## src/hdl/mcem_pkg.sv

```systemverilog
// Shared types and constants for the metronome click envelope mixer.
// No dependencies; imported by every module of the block.
package mcem_pkg;

   localparam int unsigned LEN_W    = 16;
   localparam int unsigned GAIN_W   = 16;
   localparam int unsigned ENV_W    = 16;
   localparam int unsigned SAMPLE_W = 24;
   localparam int unsigned LEVEL_W  = 23;
   localparam int unsigned CSR_IDX_W = 2;
   localparam int unsigned CSR_DATA_W = 16;

   localparam int unsigned VOICE_COUNT_DEF = 4;
   localparam int unsigned TABLE_DEPTH_DEF = 256;

   localparam logic [CSR_IDX_W-1:0] CSR_CLICK_LENGTH = 2'd0;
   localparam logic [CSR_IDX_W-1:0] CSR_ACCENT_GAIN  = 2'd1;
   localparam logic [CSR_IDX_W-1:0] CSR_BEAT_GAIN    = 2'd2;

   localparam logic [LEN_W-1:0]  CLICK_LENGTH_RST = 16'd480;
   localparam logic [GAIN_W-1:0] ACCENT_GAIN_RST  = 16'd32767;
   localparam logic [GAIN_W-1:0] BEAT_GAIN_RST    = 16'd16384;

   // one voice entry of the state memory
   typedef struct packed {
      logic [LEN_W-1:0] pos;
      logic             accent;
      logic             active;
   } voice_type;

   // divider request: quotient = num * TABLE_DEPTH / den
   typedef struct packed {
      logic             start;
      logic [LEN_W:0]   num;
      logic [LEN_W:0]   den;
   } div_req_type;

   typedef enum logic [6:0] {
      ST_IDLE = 7'b0000001,
      ST_READ = 7'b0000010,
      ST_EVAL = 7'b0000100,
      ST_DIV  = 7'b0001000,
      ST_MUL  = 7'b0010000,
      ST_ACC  = 7'b0100000,
      ST_DONE = 7'b1000000
   } state_type;

endpackage

```

## src/hdl/mcem_voice_mem.sv

```systemverilog
// Voice state memory: one entry per voice, synchronous registered read.
// Per-entry valid bits make unwritten entries read as idle. Uses mcem_pkg.
module mcem_voice_mem import mcem_pkg::*; #(
   parameter int unsigned VOICE_COUNT = VOICE_COUNT_DEF,
   parameter int unsigned VW = 2
) (
   input  logic            clock,
   input  logic            reset,
   input  logic            rd_en,
   input  logic [VW-1:0]   rd_addr,
   output voice_type       rd_data,
   input  logic            wr_en,
   input  logic [VW-1:0]   wr_addr,
   input  voice_type       wr_data
);

   voice_type mem [VOICE_COUNT];
   logic [VOICE_COUNT-1:0] valid_ff;
   logic [VOICE_COUNT-1:0] valid_in;
   voice_type rd_ff;

   always_comb begin
      valid_in = valid_ff;
      if (wr_en) begin
         valid_in[wr_addr] = 1'b1;
      end
   end

   always_ff @(posedge clock) begin
      if (reset) begin
         valid_ff <= '0;
      end else begin
         valid_ff <= valid_in;
      end
   end

   always_ff @(posedge clock) begin
      if (wr_en) begin
         mem[wr_addr] <= wr_data;
      end
   end

   always_ff @(posedge clock) begin
      if (rd_en) begin
         rd_ff <= valid_ff[rd_addr] ? mem[rd_addr] : '0;
      end
   end

   assign rd_data = rd_ff;

endmodule

```

## src/hdl/mcem_divider.sv

```systemverilog
// Restoring divider, one quotient bit per cycle, for the envelope table index.
// Computes num * TABLE_DEPTH / den where the quotient is below TABLE_DEPTH. Uses mcem_pkg.
module mcem_divider import mcem_pkg::*; #(
   parameter int unsigned TABLE_DEPTH = TABLE_DEPTH_DEF,
   parameter int unsigned QW = 8
) (
   input  logic           clock,
   input  logic           reset,
   input  div_req_type    req,
   output logic           done,
   output logic [QW-1:0]  quot
);

   localparam int unsigned DVD_W = LEN_W + 1 + QW;
   localparam int unsigned DSH_W = LEN_W + QW;
   localparam int unsigned CW = $clog2(QW);

   logic [DVD_W-1:0] rem_ff, rem_in;
   logic [DSH_W-1:0] dsh_ff, dsh_in;
   logic [QW-1:0]    q_ff, q_in;
   logic [CW-1:0]    cnt_ff, cnt_in;
   logic             busy_ff, busy_in;
   logic             done_ff, done_in;
   logic [DVD_W-1:0] dvd;
   logic             fits;

   assign dvd  = DVD_W'(req.num) * DVD_W'(TABLE_DEPTH);
   assign fits = rem_ff >= DVD_W'(dsh_ff);

   always_comb begin
      rem_in  = rem_ff;
      dsh_in  = dsh_ff;
      q_in    = q_ff;
      cnt_in  = cnt_ff;
      busy_in = busy_ff;
      done_in = 1'b0;
      if (req.start) begin
         rem_in  = dvd;
         dsh_in  = DSH_W'(req.den) << (QW - 1);
         q_in    = '0;
         cnt_in  = CW'(QW - 1);
         busy_in = 1'b1;
      end else if (busy_ff) begin
         if (fits) begin
            rem_in = rem_ff - DVD_W'(dsh_ff);
         end
         q_in   = {q_ff[QW-2:0], fits};
         dsh_in = dsh_ff >> 1;
         cnt_in = cnt_ff - 1'b1;
         if (cnt_ff == '0) begin
            busy_in = 1'b0;
            done_in = 1'b1;
         end
      end
   end

   always_ff @(posedge clock) begin
      if (reset) begin
         busy_ff <= 1'b0;
         done_ff <= 1'b0;
      end else begin
         busy_ff <= busy_in;
         done_ff <= done_in;
      end
   end

   always_ff @(posedge clock) begin
      rem_ff <= rem_in;
      dsh_ff <= dsh_in;
      q_ff   <= q_in;
      cnt_ff <= cnt_in;
   end

   assign done = done_ff;
   assign quot = q_ff;

endmodule

```

## src/hdl/mcem_env_rom.sv

```systemverilog
// Attack (raised cosine) and decay (exponential) envelope tables, Q1.15.
// Contents are built at elaboration from fixed-point series; registered read. Uses mcem_pkg.
module mcem_env_rom import mcem_pkg::*; #(
   parameter int unsigned TABLE_DEPTH = TABLE_DEPTH_DEF,
   parameter int unsigned QW = 8
) (
   input  logic              clock,
   input  logic              rd_en,
   input  logic              rd_decay,
   input  logic [QW-1:0]     rd_idx,
   output logic [ENV_W-1:0]  rd_data
);

   localparam longint Q30    = 64'sd1073741824;
   localparam longint PI_Q30 = 64'sd3373259426;

   // truncating signed division by shift and subtract, elaboration only
   function automatic longint cdiv(input longint a, input longint b);
      longint ua, ub, q;
      logic   neg;
      neg = (a < 0) != (b < 0);
      ua  = (a < 0) ? -a : a;
      ub  = (b < 0) ? -b : b;
      q   = 0;
      for (int i = 62; i >= 0; i--) begin
         if ((ua >>> i) >= ub) begin
            ua = ua - (ub <<< i);
            q  = q | (64'sd1 <<< i);
         end
      end
      return neg ? -q : q;
   endfunction

   function automatic logic [ENV_W-1:0] to_q15(input longint v);
      longint c;
      c = v;
      if (c < 0) c = 0;
      if (c > Q30) c = Q30;
      c = (c + 64'sd16384) >>> 15;
      return ENV_W'(c);
   endfunction

   // sin^2(pi*k/(2*D)) via Taylor series of sin
   function automatic logic [ENV_W-1:0] att_val(input int unsigned k);
      longint x, term, acc, n;
      x = cdiv(PI_Q30 * longint'(k), longint'(2 * TABLE_DEPTH));
      term = x;
      acc = x;
      for (n = 1; n <= 10; n++) begin
         term = term * x / Q30;
         term = term * x / Q30;
         term = cdiv(term, (2 * n) * (2 * n + 1));
         term = -term;
         acc = acc + term;
      end
      if (acc < 0) acc = 0;
      if (acc > Q30) acc = Q30;
      return to_q15(acc * acc / Q30);
   endfunction

   // exp(-6*k/D) as (exp(-6*k/(8*D)))^8
   function automatic logic [ENV_W-1:0] dec_val(input int unsigned k);
      longint z, term, acc, n, s;
      z = cdiv(6 * Q30 * longint'(k), longint'(TABLE_DEPTH)) / 8;
      term = Q30;
      acc = Q30;
      for (n = 1; n <= 16; n++) begin
         term = term * z / Q30;
         term = cdiv(term, n);
         term = -term;
         acc = acc + term;
      end
      if (acc < 0) acc = 0;
      if (acc > Q30) acc = Q30;
      for (s = 0; s < 3; s++) begin
         acc = acc * acc / Q30;
      end
      return to_q15(acc);
   endfunction

   logic [ENV_W-1:0] att_rom [TABLE_DEPTH];
   logic [ENV_W-1:0] dec_rom [TABLE_DEPTH];
   logic [ENV_W-1:0] rd_ff;

   for (genvar k = 0; k < TABLE_DEPTH; k++) begin : g_rom
      localparam logic [ENV_W-1:0] ATT = att_val(k);
      localparam logic [ENV_W-1:0] DEC = dec_val(k);
      assign att_rom[k] = ATT;
      assign dec_rom[k] = DEC;
   end

   always_ff @(posedge clock) begin
      if (rd_en) begin
         rd_ff <= rd_decay ? dec_rom[rd_idx] : att_rom[rd_idx];
      end
   end

   assign rd_data = rd_ff;

endmodule

```

## src/hdl/metronome_click_envelope_mixer_top.sv

```systemverilog
// Metronome click envelope mixer, top level: sequencer, gain multiply and mix.
// Uses mcem_pkg, mcem_voice_mem, mcem_divider and mcem_env_rom.
//
// Usage: one transaction on the req_ channel carries an audio sample, a beat
// trigger and an accent flag; one transaction on the rsp_ channel returns the
// sample with all active clicks mixed in, the click level alone and a flag
// that tells whether the trigger took a voice that was still sounding.
// csr_ writes set click length, accent gain and beat gain; write them only
// while no transaction is in flight.
// Timing: voices are handled one after another from the voice memory. An
// idle voice passes through the read and evaluate states; a sounding voice
// also passes through the divide, multiply and accumulate states, where the
// bit-serial divider forms the table index. A new sample is taken only
// after the last one has been worked through all voices.
// req_stall is high while an item is worked.
// Reset: all voices idle, registers at their defaults, no result pending.
// When rsp_stall holds a result, the block can still take the next sample and
// work it; it waits at the end until the output register is free.
module metronome_click_envelope_mixer_top import mcem_pkg::*; #(
   parameter int unsigned VOICE_COUNT = VOICE_COUNT_DEF,
   parameter int unsigned TABLE_DEPTH = TABLE_DEPTH_DEF
) (
   input  logic                        clock,
   input  logic                        reset,
   input  logic                        req_valid,
   output logic                        req_stall,
   input  logic                        req_beat_trigger,
   input  logic                        req_is_accent,
   input  logic signed [SAMPLE_W-1:0]  req_in_sample,
   output logic                        rsp_valid,
   input  logic                        rsp_stall,
   output logic signed [SAMPLE_W-1:0]  rsp_out_sample,
   output logic [LEVEL_W-1:0]          rsp_click_level,
   output logic                        rsp_voice_stolen,
   input  logic                        csr_wr_en,
   input  logic [CSR_IDX_W-1:0]        csr_index,
   input  logic [CSR_DATA_W-1:0]       csr_wr_data
);

   localparam int unsigned VW = (VOICE_COUNT > 1) ? $clog2(VOICE_COUNT) : 1;
   localparam int unsigned QW = $clog2(TABLE_DEPTH);
   localparam int unsigned SUM_W = SAMPLE_W + VW;
   localparam int unsigned PROD_W = GAIN_W + ENV_W;
   localparam logic [VW-1:0] LAST_VOICE = VW'(VOICE_COUNT - 1);
   localparam logic [SUM_W-1:0] LEVEL_MAX = SUM_W'((1 << LEVEL_W) - 1);

   state_type state_ff, state_in;
   logic [VW-1:0] vidx_ff, vidx_in;
   logic [VW-1:0] oldest_ff, oldest_in;
   logic trig_ff, trig_in, acc_ff, acc_in;
   logic signed [SAMPLE_W-1:0] sample_ff, sample_in;
   logic stolen_ff, stolen_in;
   logic [SUM_W-1:0] sum_ff, sum_in;
   logic decay_ff, decay_in;
   logic [GAIN_W-1:0] gain_ff, gain_in;
   logic [PROD_W-1:0] prod_ff, prod_in;

   logic [LEN_W-1:0] click_length_ff, accent_gain_ff, plain_gain_ff;

   logic rsp_valid_ff, rsp_valid_in;
   logic signed [SAMPLE_W-1:0] out_sample_ff;
   logic [LEVEL_W-1:0] click_level_ff;
   logic stolen_out_ff;

   voice_type rd_data, wr_data, cur;
   logic mem_rd_en, mem_wr_en;
   div_req_type div_req;
   logic div_done;
   logic [QW-1:0] div_quot;
   logic rom_rd_en;
   logic [ENV_W-1:0] env;

   logic [LEN_W-1:0] len, attack;
   logic [LEN_W:0] pos_nx;
   logic req_take, rsp_load;
   logic signed [SUM_W:0] total;
   logic signed [SAMPLE_W-1:0] total_sat;
   logic [LEVEL_W-1:0] level_sat;

   mcem_voice_mem #(.VOICE_COUNT(VOICE_COUNT), .VW(VW)) u_mem (
      .clock   (clock),
      .reset   (reset),
      .rd_en   (mem_rd_en),
      .rd_addr (vidx_ff),
      .rd_data (rd_data),
      .wr_en   (mem_wr_en),
      .wr_addr (vidx_ff),
      .wr_data (wr_data)
   );

   mcem_divider #(.TABLE_DEPTH(TABLE_DEPTH), .QW(QW)) u_div (
      .clock (clock),
      .reset (reset),
      .req   (div_req),
      .done  (div_done),
      .quot  (div_quot)
   );

   mcem_env_rom #(.TABLE_DEPTH(TABLE_DEPTH), .QW(QW)) u_rom (
      .clock    (clock),
      .rd_en    (rom_rd_en),
      .rd_decay (decay_ff),
      .rd_idx   (div_quot),
      .rd_data  (env)
   );

   always_ff @(posedge clock) begin
      if (reset) begin
         click_length_ff <= CLICK_LENGTH_RST;
         accent_gain_ff  <= ACCENT_GAIN_RST;
         plain_gain_ff   <= BEAT_GAIN_RST;
      end else if (csr_wr_en) begin
         case (csr_index)
            CSR_CLICK_LENGTH: click_length_ff <= csr_wr_data;
            CSR_ACCENT_GAIN:  accent_gain_ff  <= csr_wr_data;
            CSR_BEAT_GAIN:    plain_gain_ff   <= csr_wr_data;
            default: ;
         endcase
      end
   end

   // zero length behaves as one; attack is a quarter, at least one
   assign len    = (click_length_ff == '0) ? LEN_W'(1) : click_length_ff;
   assign attack = ((len >> 2) == '0) ? LEN_W'(1) : (len >> 2);

   assign req_take = (state_ff == ST_IDLE) && req_valid;
   assign rsp_load = (state_ff == ST_DONE) && (!rsp_valid_ff || !rsp_stall);

   assign total = $signed({{(SUM_W + 1 - SAMPLE_W){sample_ff[SAMPLE_W-1]}}, sample_ff})
                + $signed({1'b0, sum_ff});

   always_comb begin
      if (total > $signed((SUM_W + 1)'((1 << (SAMPLE_W - 1)) - 1))) begin
         total_sat = {1'b0, {(SAMPLE_W - 1){1'b1}}};
      end else if (total < -$signed((SUM_W + 1)'(1 << (SAMPLE_W - 1)))) begin
         total_sat = {1'b1, {(SAMPLE_W - 1){1'b0}}};
      end else begin
         total_sat = total[SAMPLE_W-1:0];
      end
      level_sat = (sum_ff > LEVEL_MAX) ? {LEVEL_W{1'b1}} : sum_ff[LEVEL_W-1:0];
   end

   always_comb begin
      state_in  = state_ff;
      vidx_in   = vidx_ff;
      oldest_in = oldest_ff;
      trig_in   = trig_ff;
      acc_in    = acc_ff;
      sample_in = sample_ff;
      stolen_in = stolen_ff;
      sum_in    = sum_ff;
      decay_in  = decay_ff;
      gain_in   = gain_ff;
      prod_in   = prod_ff;
      mem_rd_en = 1'b0;
      mem_wr_en = 1'b0;
      rom_rd_en = 1'b0;
      div_req   = '0;
      cur       = rd_data;
      wr_data   = rd_data;
      pos_nx    = '0;

      case (state_ff)
         ST_IDLE: begin
            if (req_take) begin
               trig_in   = req_beat_trigger;
               acc_in    = req_is_accent;
               sample_in = req_in_sample;
               stolen_in = 1'b0;
               sum_in    = '0;
               vidx_in   = '0;
               state_in  = ST_READ;
            end
         end
         ST_READ: begin
            mem_rd_en = 1'b1;
            state_in  = ST_EVAL;
         end
         ST_EVAL: begin
            // triggered voice restarts here and still sounds this sample unless len is one
            if (trig_ff && (vidx_ff == oldest_ff)) begin
               stolen_in  = rd_data.active;
               cur.active = 1'b1;
               cur.accent = acc_ff;
               cur.pos    = '0;
            end
            pos_nx = {1'b0, cur.pos} + 1'b1;
            wr_data = cur;
            gain_in = cur.accent ? accent_gain_ff : plain_gain_ff;
            decay_in = cur.pos >= attack;
            if (cur.pos < attack) begin
               div_req.num = pos_nx;
               div_req.den = {1'b0, attack} + 1'b1;
            end else begin
               div_req.num = {1'b0, cur.pos - attack};
               div_req.den = {1'b0, len - attack};
            end
            if (!cur.active) begin
               mem_wr_en = trig_ff && (vidx_ff == oldest_ff);
            end else if (cur.pos >= len) begin
               wr_data.active = 1'b0;
               mem_wr_en = 1'b1;
            end else begin
               wr_data.pos    = pos_nx[LEN_W-1:0];
               wr_data.active = pos_nx < {1'b0, len};
               mem_wr_en = 1'b1;
            end
            if (cur.active && (cur.pos < len) && (pos_nx < {1'b0, len})) begin
               div_req.start = 1'b1;
               state_in = ST_DIV;
            end else if (vidx_ff == LAST_VOICE) begin
               state_in = ST_DONE;
            end else begin
               vidx_in  = vidx_ff + 1'b1;
               state_in = ST_READ;
            end
         end
         ST_DIV: begin
            if (div_done) begin
               rom_rd_en = 1'b1;
               state_in  = ST_MUL;
            end
         end
         ST_MUL: begin
            prod_in  = gain_ff * env;
            state_in = ST_ACC;
         end
         ST_ACC: begin
            // Q2.30 product rounded half up to 24-bit full scale
            sum_in = sum_ff + SUM_W'((prod_ff + PROD_W'(64)) >> 7);
            if (vidx_ff == LAST_VOICE) begin
               state_in = ST_DONE;
            end else begin
               vidx_in  = vidx_ff + 1'b1;
               state_in = ST_READ;
            end
         end
         ST_DONE: begin
            if (rsp_load) begin
               if (trig_ff) begin
                  oldest_in = (oldest_ff == LAST_VOICE) ? '0 : oldest_ff + 1'b1;
               end
               state_in = ST_IDLE;
            end
         end
         default: begin
            state_in = ST_IDLE;
         end
      endcase
   end

   always_comb begin
      rsp_valid_in = rsp_valid_ff;
      if (rsp_load) begin
         rsp_valid_in = 1'b1;
      end else if (!rsp_stall) begin
         rsp_valid_in = 1'b0;
      end
   end

   always_ff @(posedge clock) begin
      if (reset) begin
         state_ff     <= ST_IDLE;
         vidx_ff      <= '0;
         oldest_ff    <= '0;
         rsp_valid_ff <= 1'b0;
      end else begin
         state_ff     <= state_in;
         vidx_ff      <= vidx_in;
         oldest_ff    <= oldest_in;
         rsp_valid_ff <= rsp_valid_in;
      end
   end

   always_ff @(posedge clock) begin
      trig_ff   <= trig_in;
      acc_ff    <= acc_in;
      sample_ff <= sample_in;
      stolen_ff <= stolen_in;
      sum_ff    <= sum_in;
      decay_ff  <= decay_in;
      gain_ff   <= gain_in;
      prod_ff   <= prod_in;
      if (rsp_load) begin
         out_sample_ff  <= total_sat;
         click_level_ff <= level_sat;
         stolen_out_ff  <= stolen_ff;
      end
   end

   assign req_stall        = (state_ff != ST_IDLE);
   assign rsp_valid        = rsp_valid_ff;
   assign rsp_out_sample   = out_sample_ff;
   assign rsp_click_level  = click_level_ff;
   assign rsp_voice_stolen = stolen_out_ff;

   a_oldest_range: assert property (@(posedge clock) disable iff (reset)
      oldest_ff <= LAST_VOICE)
      else $error("oldest voice pointer out of range");

   a_vidx_range: assert property (@(posedge clock) disable iff (reset)
      vidx_ff <= LAST_VOICE)
      else $error("voice index out of range");

   a_div_done_state: assert property (@(posedge clock) disable iff (reset)
      div_done |-> (state_ff == ST_DIV))
      else $error("divider finished outside the divide state");

   a_take_reads: assert property (@(posedge clock) disable iff (reset)
      req_take |=> (state_ff == ST_READ) && (vidx_ff == '0))
      else $error("accepted transaction did not start at voice zero");

   a_load_frees: assert property (@(posedge clock) disable iff (reset)
      rsp_load |=> rsp_valid_ff && (state_ff == ST_IDLE))
      else $error("result load did not present a result");

endmodule
```

## config.mk

```make
export PLATFORM = sky130hd
export DESIGN_NAME = metronome_click_envelope_mixer_top
export DESIGN_NICKNAME = d
export VERILOG_FILES = /design/src/hdl/mcem_pkg.sv /design/src/hdl/mcem_voice_mem.sv /design/src/hdl/mcem_divider.sv /design/src/hdl/mcem_env_rom.sv /design/src/hdl/metronome_click_envelope_mixer_top.sv
export SDC_FILE = /design/constraint.sdc
export NUM_CORES = 2
export LEC_CHECK = 0
export ABC_AREA = 1
export ABC_CLOCK_PERIOD_IN_PS = 7910
export BUFFER_PORTS_ARGS = -buffer_cell sky130_fd_sc_hd__buf_2
export CORE_MARGIN = 4
export CORE_UTILIZATION = 35
export DETAILED_ROUTE_END_ITERATION = 7
export SLEW_MARGIN = 20
export SYNTH_ARGS = -nofsm -noshare
export SYNTH_HDL_FRONTEND = slang
export SYNTH_HIERARCHICAL = 1
export SYNTH_SLANG_ARGS = --single-unit
```

## constraint.sdc

```tcl
create_clock -name clock -period 7.91 [get_ports clock]
set_clock_uncertainty 0.05 [all_clocks]
set_input_delay 1.582 -clock clock [delete_from_list [all_inputs] [get_ports clock]]
set_output_delay 1.582 -clock clock [all_outputs]
set_load 0.1 [all_outputs]
```

==> out/qor.txt <==
Avg Cell Area, Syn = 7.04 um^2
setup_tns = 0 ns
switch share = 0.523
worst r2r src = u_rom/rd_data[7]
Most used DFF post-synth = edfxtp_1
Worst-path clk slew = 0.07 ns
Pins Over Slew Limit = 0
Comb pwr share = 0.572
hold depth = 0
post-route cell area = 41000 um^2
cell count after synthesis = 5401
Tcrit/Tclk final = 0.772
vias = 36100
Critical Path End Type = flop
Max-Cap Viols = 0
Filler cells = 11500
CTS Hold Bufs = 0
final worst path period need = 6.11 ns
initial core utilization = 0.354
CTS H-tree depth = 2
core area = 108000 um^2
vias in the first global route = 35200
Post-CTS Setup Bufs = 0
status = finished, final reports clean
internal power = 5.12 mW
biggest area consumer among synthesized cells = edfxtp_1
CP max FO = 16
CP Launch Type = flop
clock root cell = clkbuf_16
Worst-Margin Slew = 1.14 ns
Die Wd = 338 um
Worst EP required = 8.21 ns
Psw = 5.61 mW
worst r2r path cells = 20
fin worst setup slack = 1.80 ns
leakage = 20.6 nW
hold crit path type = reg -> reg
Via-to-Cell Ratio = 5.32
number of flops mapped to enable cells by yosys = 284
Non-Filler Instances = 6795
antenna violations before repair = 4
post-synthesis async set-or-reset flop share = 0
WP data arrival = 6.41 ns
gp weighted congestion = 1.04
DRT Wirelength = 140 mm
Post-route DRC = 0
unrepaired setup endpoints after global routing = false
Setup violations, final = 0
Synth cell types = 66
Placed Cells incl. Taps = 6714
Synth top area share = 0.224
TritonCTS clock tree = yes
CTS resizes = 0
PortBufs = 98
Clock Latency Late Sink = 0.62 ns
Max Clk Rate = 0.164 GHz
FF-to-FF End = prod_ff[31]
Tot GR Track Use = 0.242
#FFs+latches synth = 376
Longest Clk Path Bufs = 3
Final Net Count = 5871
row count = 120
CTS buffer count = 43
worst hold endpoint = rsp_voice_stolen
mapped cell area = 38000 um^2
hpwl dp = 106 mm
ANT nets after route = 0
peak supply drop = 198 uV
CP Class = reg -> reg
top-count cell post-synth = nand2_1
hold_sp = stolen_ff
Slew headroom = 0.234
total power draw = 10.7 mW
placed cell area = 39500 um^2
first-pass GRT wire length = 212 mm
Seq/Total Area, Yosys = 0.273
Post-synth top cells = nand2_1, inv_1, nor2_1
1st-pass router iterations = 6
R2R Setup Slk = 1.80 ns
sequential share of power = 0.238
Ys Warns = 6
Die H = 338 um
top cells by area, synth = edfxtp_1, nand2_1, fa_1
Area Growth Syn to Fin = 7.80%
Sink Count = 376
layout cell share with drive strength beyond 1 = 0.0616
worst slack, placed = 1.79 ns
mean routed wirelength per cell = 20.7 um
largest net degree at the start of global routing = 115
Power Density = 262 nW/um^2
die footprint = 114000 um^2
grt total ovfl = 0
Clk pwr share = 0.190
final hold violation count = 0
DR iter-0 viols = 3647
io pins = 99
logic make-up (layout without fill, tap and decap cells):
family,Yosys count,in the layout,share of synthesized area
multiplexers,1,1,0.000263
adder cells (fa/ha/maj),466,466,0.193
buffers and inverters,1137,1125,0.119
AO/OA/AOI/OAI,741,741,0.109
AND/OR/NAND/NOR,2569,2569,0.281
flip-flops,376,376,0.273
other,1,4,0.0000987
XOR/XNOR,110,110,0.0253
worst max-delay path, stage by stage, from the launching register on:
cell and delay [ns]:
edfxtp_1 0.83, nand2_1 0.18, fa_1 0.56, inv_1 0.05, fa_1 0.50, inv_1 0.06
fa_1 0.53, inv_1 0.06, fa_1 0.45, fa_1 0.49, inv_1 0.05, fa_1 0.47
inv_1 0.04, ha_1 0.34, nand2_1 0.11, nor2_1 0.25, nand2_1 0.11, o21ai_0 0.40
nand2_1 0.15, nand3b_1 0.12, nand2_1 0.05
stage by stage:
step | utilization | hold WS [ns]
after floorplan | - | 0.350
after global placement | 0.368 | 0.354
after detailed placement | 0.368 | 0.365
after CTS | 0.381 | 0.380
after global routing | 0.381 | 0.388
final | 0.381 | 0.379
power by group through the flow:
| stage | logic, mW | registers (mW) | clock network (mW) |
|---|---|---|---|
| floorplan | 3.95 | 2.48 | 0 |
| detailed placement | 5.87 | 2.60 | 0 |
| global route | 6.59 | 2.57 | 2.17 |
| CTS | 5.90 | 2.56 | 2.10 |
| finish | 6.14 | 2.56 | 2.04 |
| global placement | 5.94 | 2.60 | 0 |
how the worst max path moves through the flow:
stage | start | cells past startpoint | slack, ns | end
5_1_grt | vidx_ff[0] | 31 | 1.26 | u_div/rem_ff[13]
3_5_place_dp | u_rom/rd_data[7] | 20 | 1.79 | prod_ff[31]
4_1_cts | u_rom/rd_data[7] | 20 | 1.76 | prod_ff[31]
2_1_floorplan | gain_ff[15] | 20 | 2.35 | prod_ff[30]
3_3_place_gp | u_rom/rd_data[7] | 20 | 1.85 | prod_ff[31]
6_report | u_rom/rd_data[7] | 20 | 1.80 | prod_ff[31]
layout by cell type, fill, tap and decap left out, types with 5 or more instances in the layout:
| cell | synthesis | routed |
|---|---|---|
| clkbuf_16 | 0 | 45 |
| buf_2 | 70 | 98 |
| nand2_2 | 33 | 33 |
| a211oi_1 | 6 | 6 |
| fa_1 | 198 | 198 |
| nor3_1 | 35 | 33 |
| a21oi_1 | 274 | 272 |
| o22ai_1 | 28 | 28 |
| o211ai_1 | 40 | 40 |
| nand4_1 | 67 | 67 |
| inv_2 | 27 | 27 |
| edfxtp_1 | 284 | 284 |
| o21ai_1 | 31 | 31 |
| nor3b_1 | 5 | 5 |
| a31oi_1 | 15 | 15 |
| nand3_2 | 5 | 5 |
| inv_1 | 879 | 878 |
| a221oi_1 | 7 | 7 |
| o21ai_0 | 260 | 260 |
| xor2_1 | 71 | 71 |
| nand3b_1 | 10 | 10 |
| or2_2 | 7 | 7 |
| ha_1 | 268 | 268 |
| xnor2_1 | 39 | 39 |
| nand2_1 | 1671 | 1671 |
| nor2_4 | 11 | 14 |
| o21a_1 | 19 | 19 |
| nor2_1 | 366 | 363 |
| a21o_1 | 13 | 13 |
| nor4_1 | 12 | 10 |
| clkinv_1 | 4 | 13 |
| nor2_2 | 14 | 14 |
| o21bai_1 | 11 | 11 |
| a21boi_0 | 5 | 5 |
| clkinv_2 | 0 | 7 |
| dfxtp_1 | 92 | 90 |
| nand3_1 | 317 | 317 |
| o31ai_1 | 6 | 6 |
| buf_4 | 20 | 36 |
registers in the layout, summed over array words and instances, names as in the netlist, 2 cells and up:
register / cells
state_ff: 7
vidx_ff: 2
gain_ff: 16
u_mem/rd_data: 18
prod_ff: 26
rsp_click_level: 23
u_mem/valid_ff: 4
u_div/cnt_ff: 3
plain_gain_ff: 16
accent_gain_ff: 16
sample_ff: 24
u_mem/mem: 72
rsp_out_sample: 24
u_div/rem_ff: 25
u_rom/rd_data: 16
u_div/quot: 8
sum_ff: 26
u_div/dsh_ff: 24
oldest_ff: 2
click_length_ff: 16
per-layer routing:
metal	wire (um)	global-route usage	vias to the layer above
met1	58400	0.314	17000
met3	11900	0.0455	406
li1	-	-	17100
met5	31	0	-
met4	7450	0.107	6
met2	62600	0.391	1617
final cells by class:
cell class / instances / area [um^2] / share of cell area
Clock inverter: 28 / 264 / 0.00644
Sequential cell: 376 / 10400 / 0.253
Inverter: 911 / 3430 / 0.0838
Antenna cell: 2 / 5.00 / 0.000122
Clock buffer: 51 / 1170 / 0.0285
Tap cell: 1403 / 1760 / 0.0428
Timing Repair Buffer: 135 / 781 / 0.0191
Multi-Input combinational cell: 3889 / 23200 / 0.566
Power figures use the tool's default switching activity.
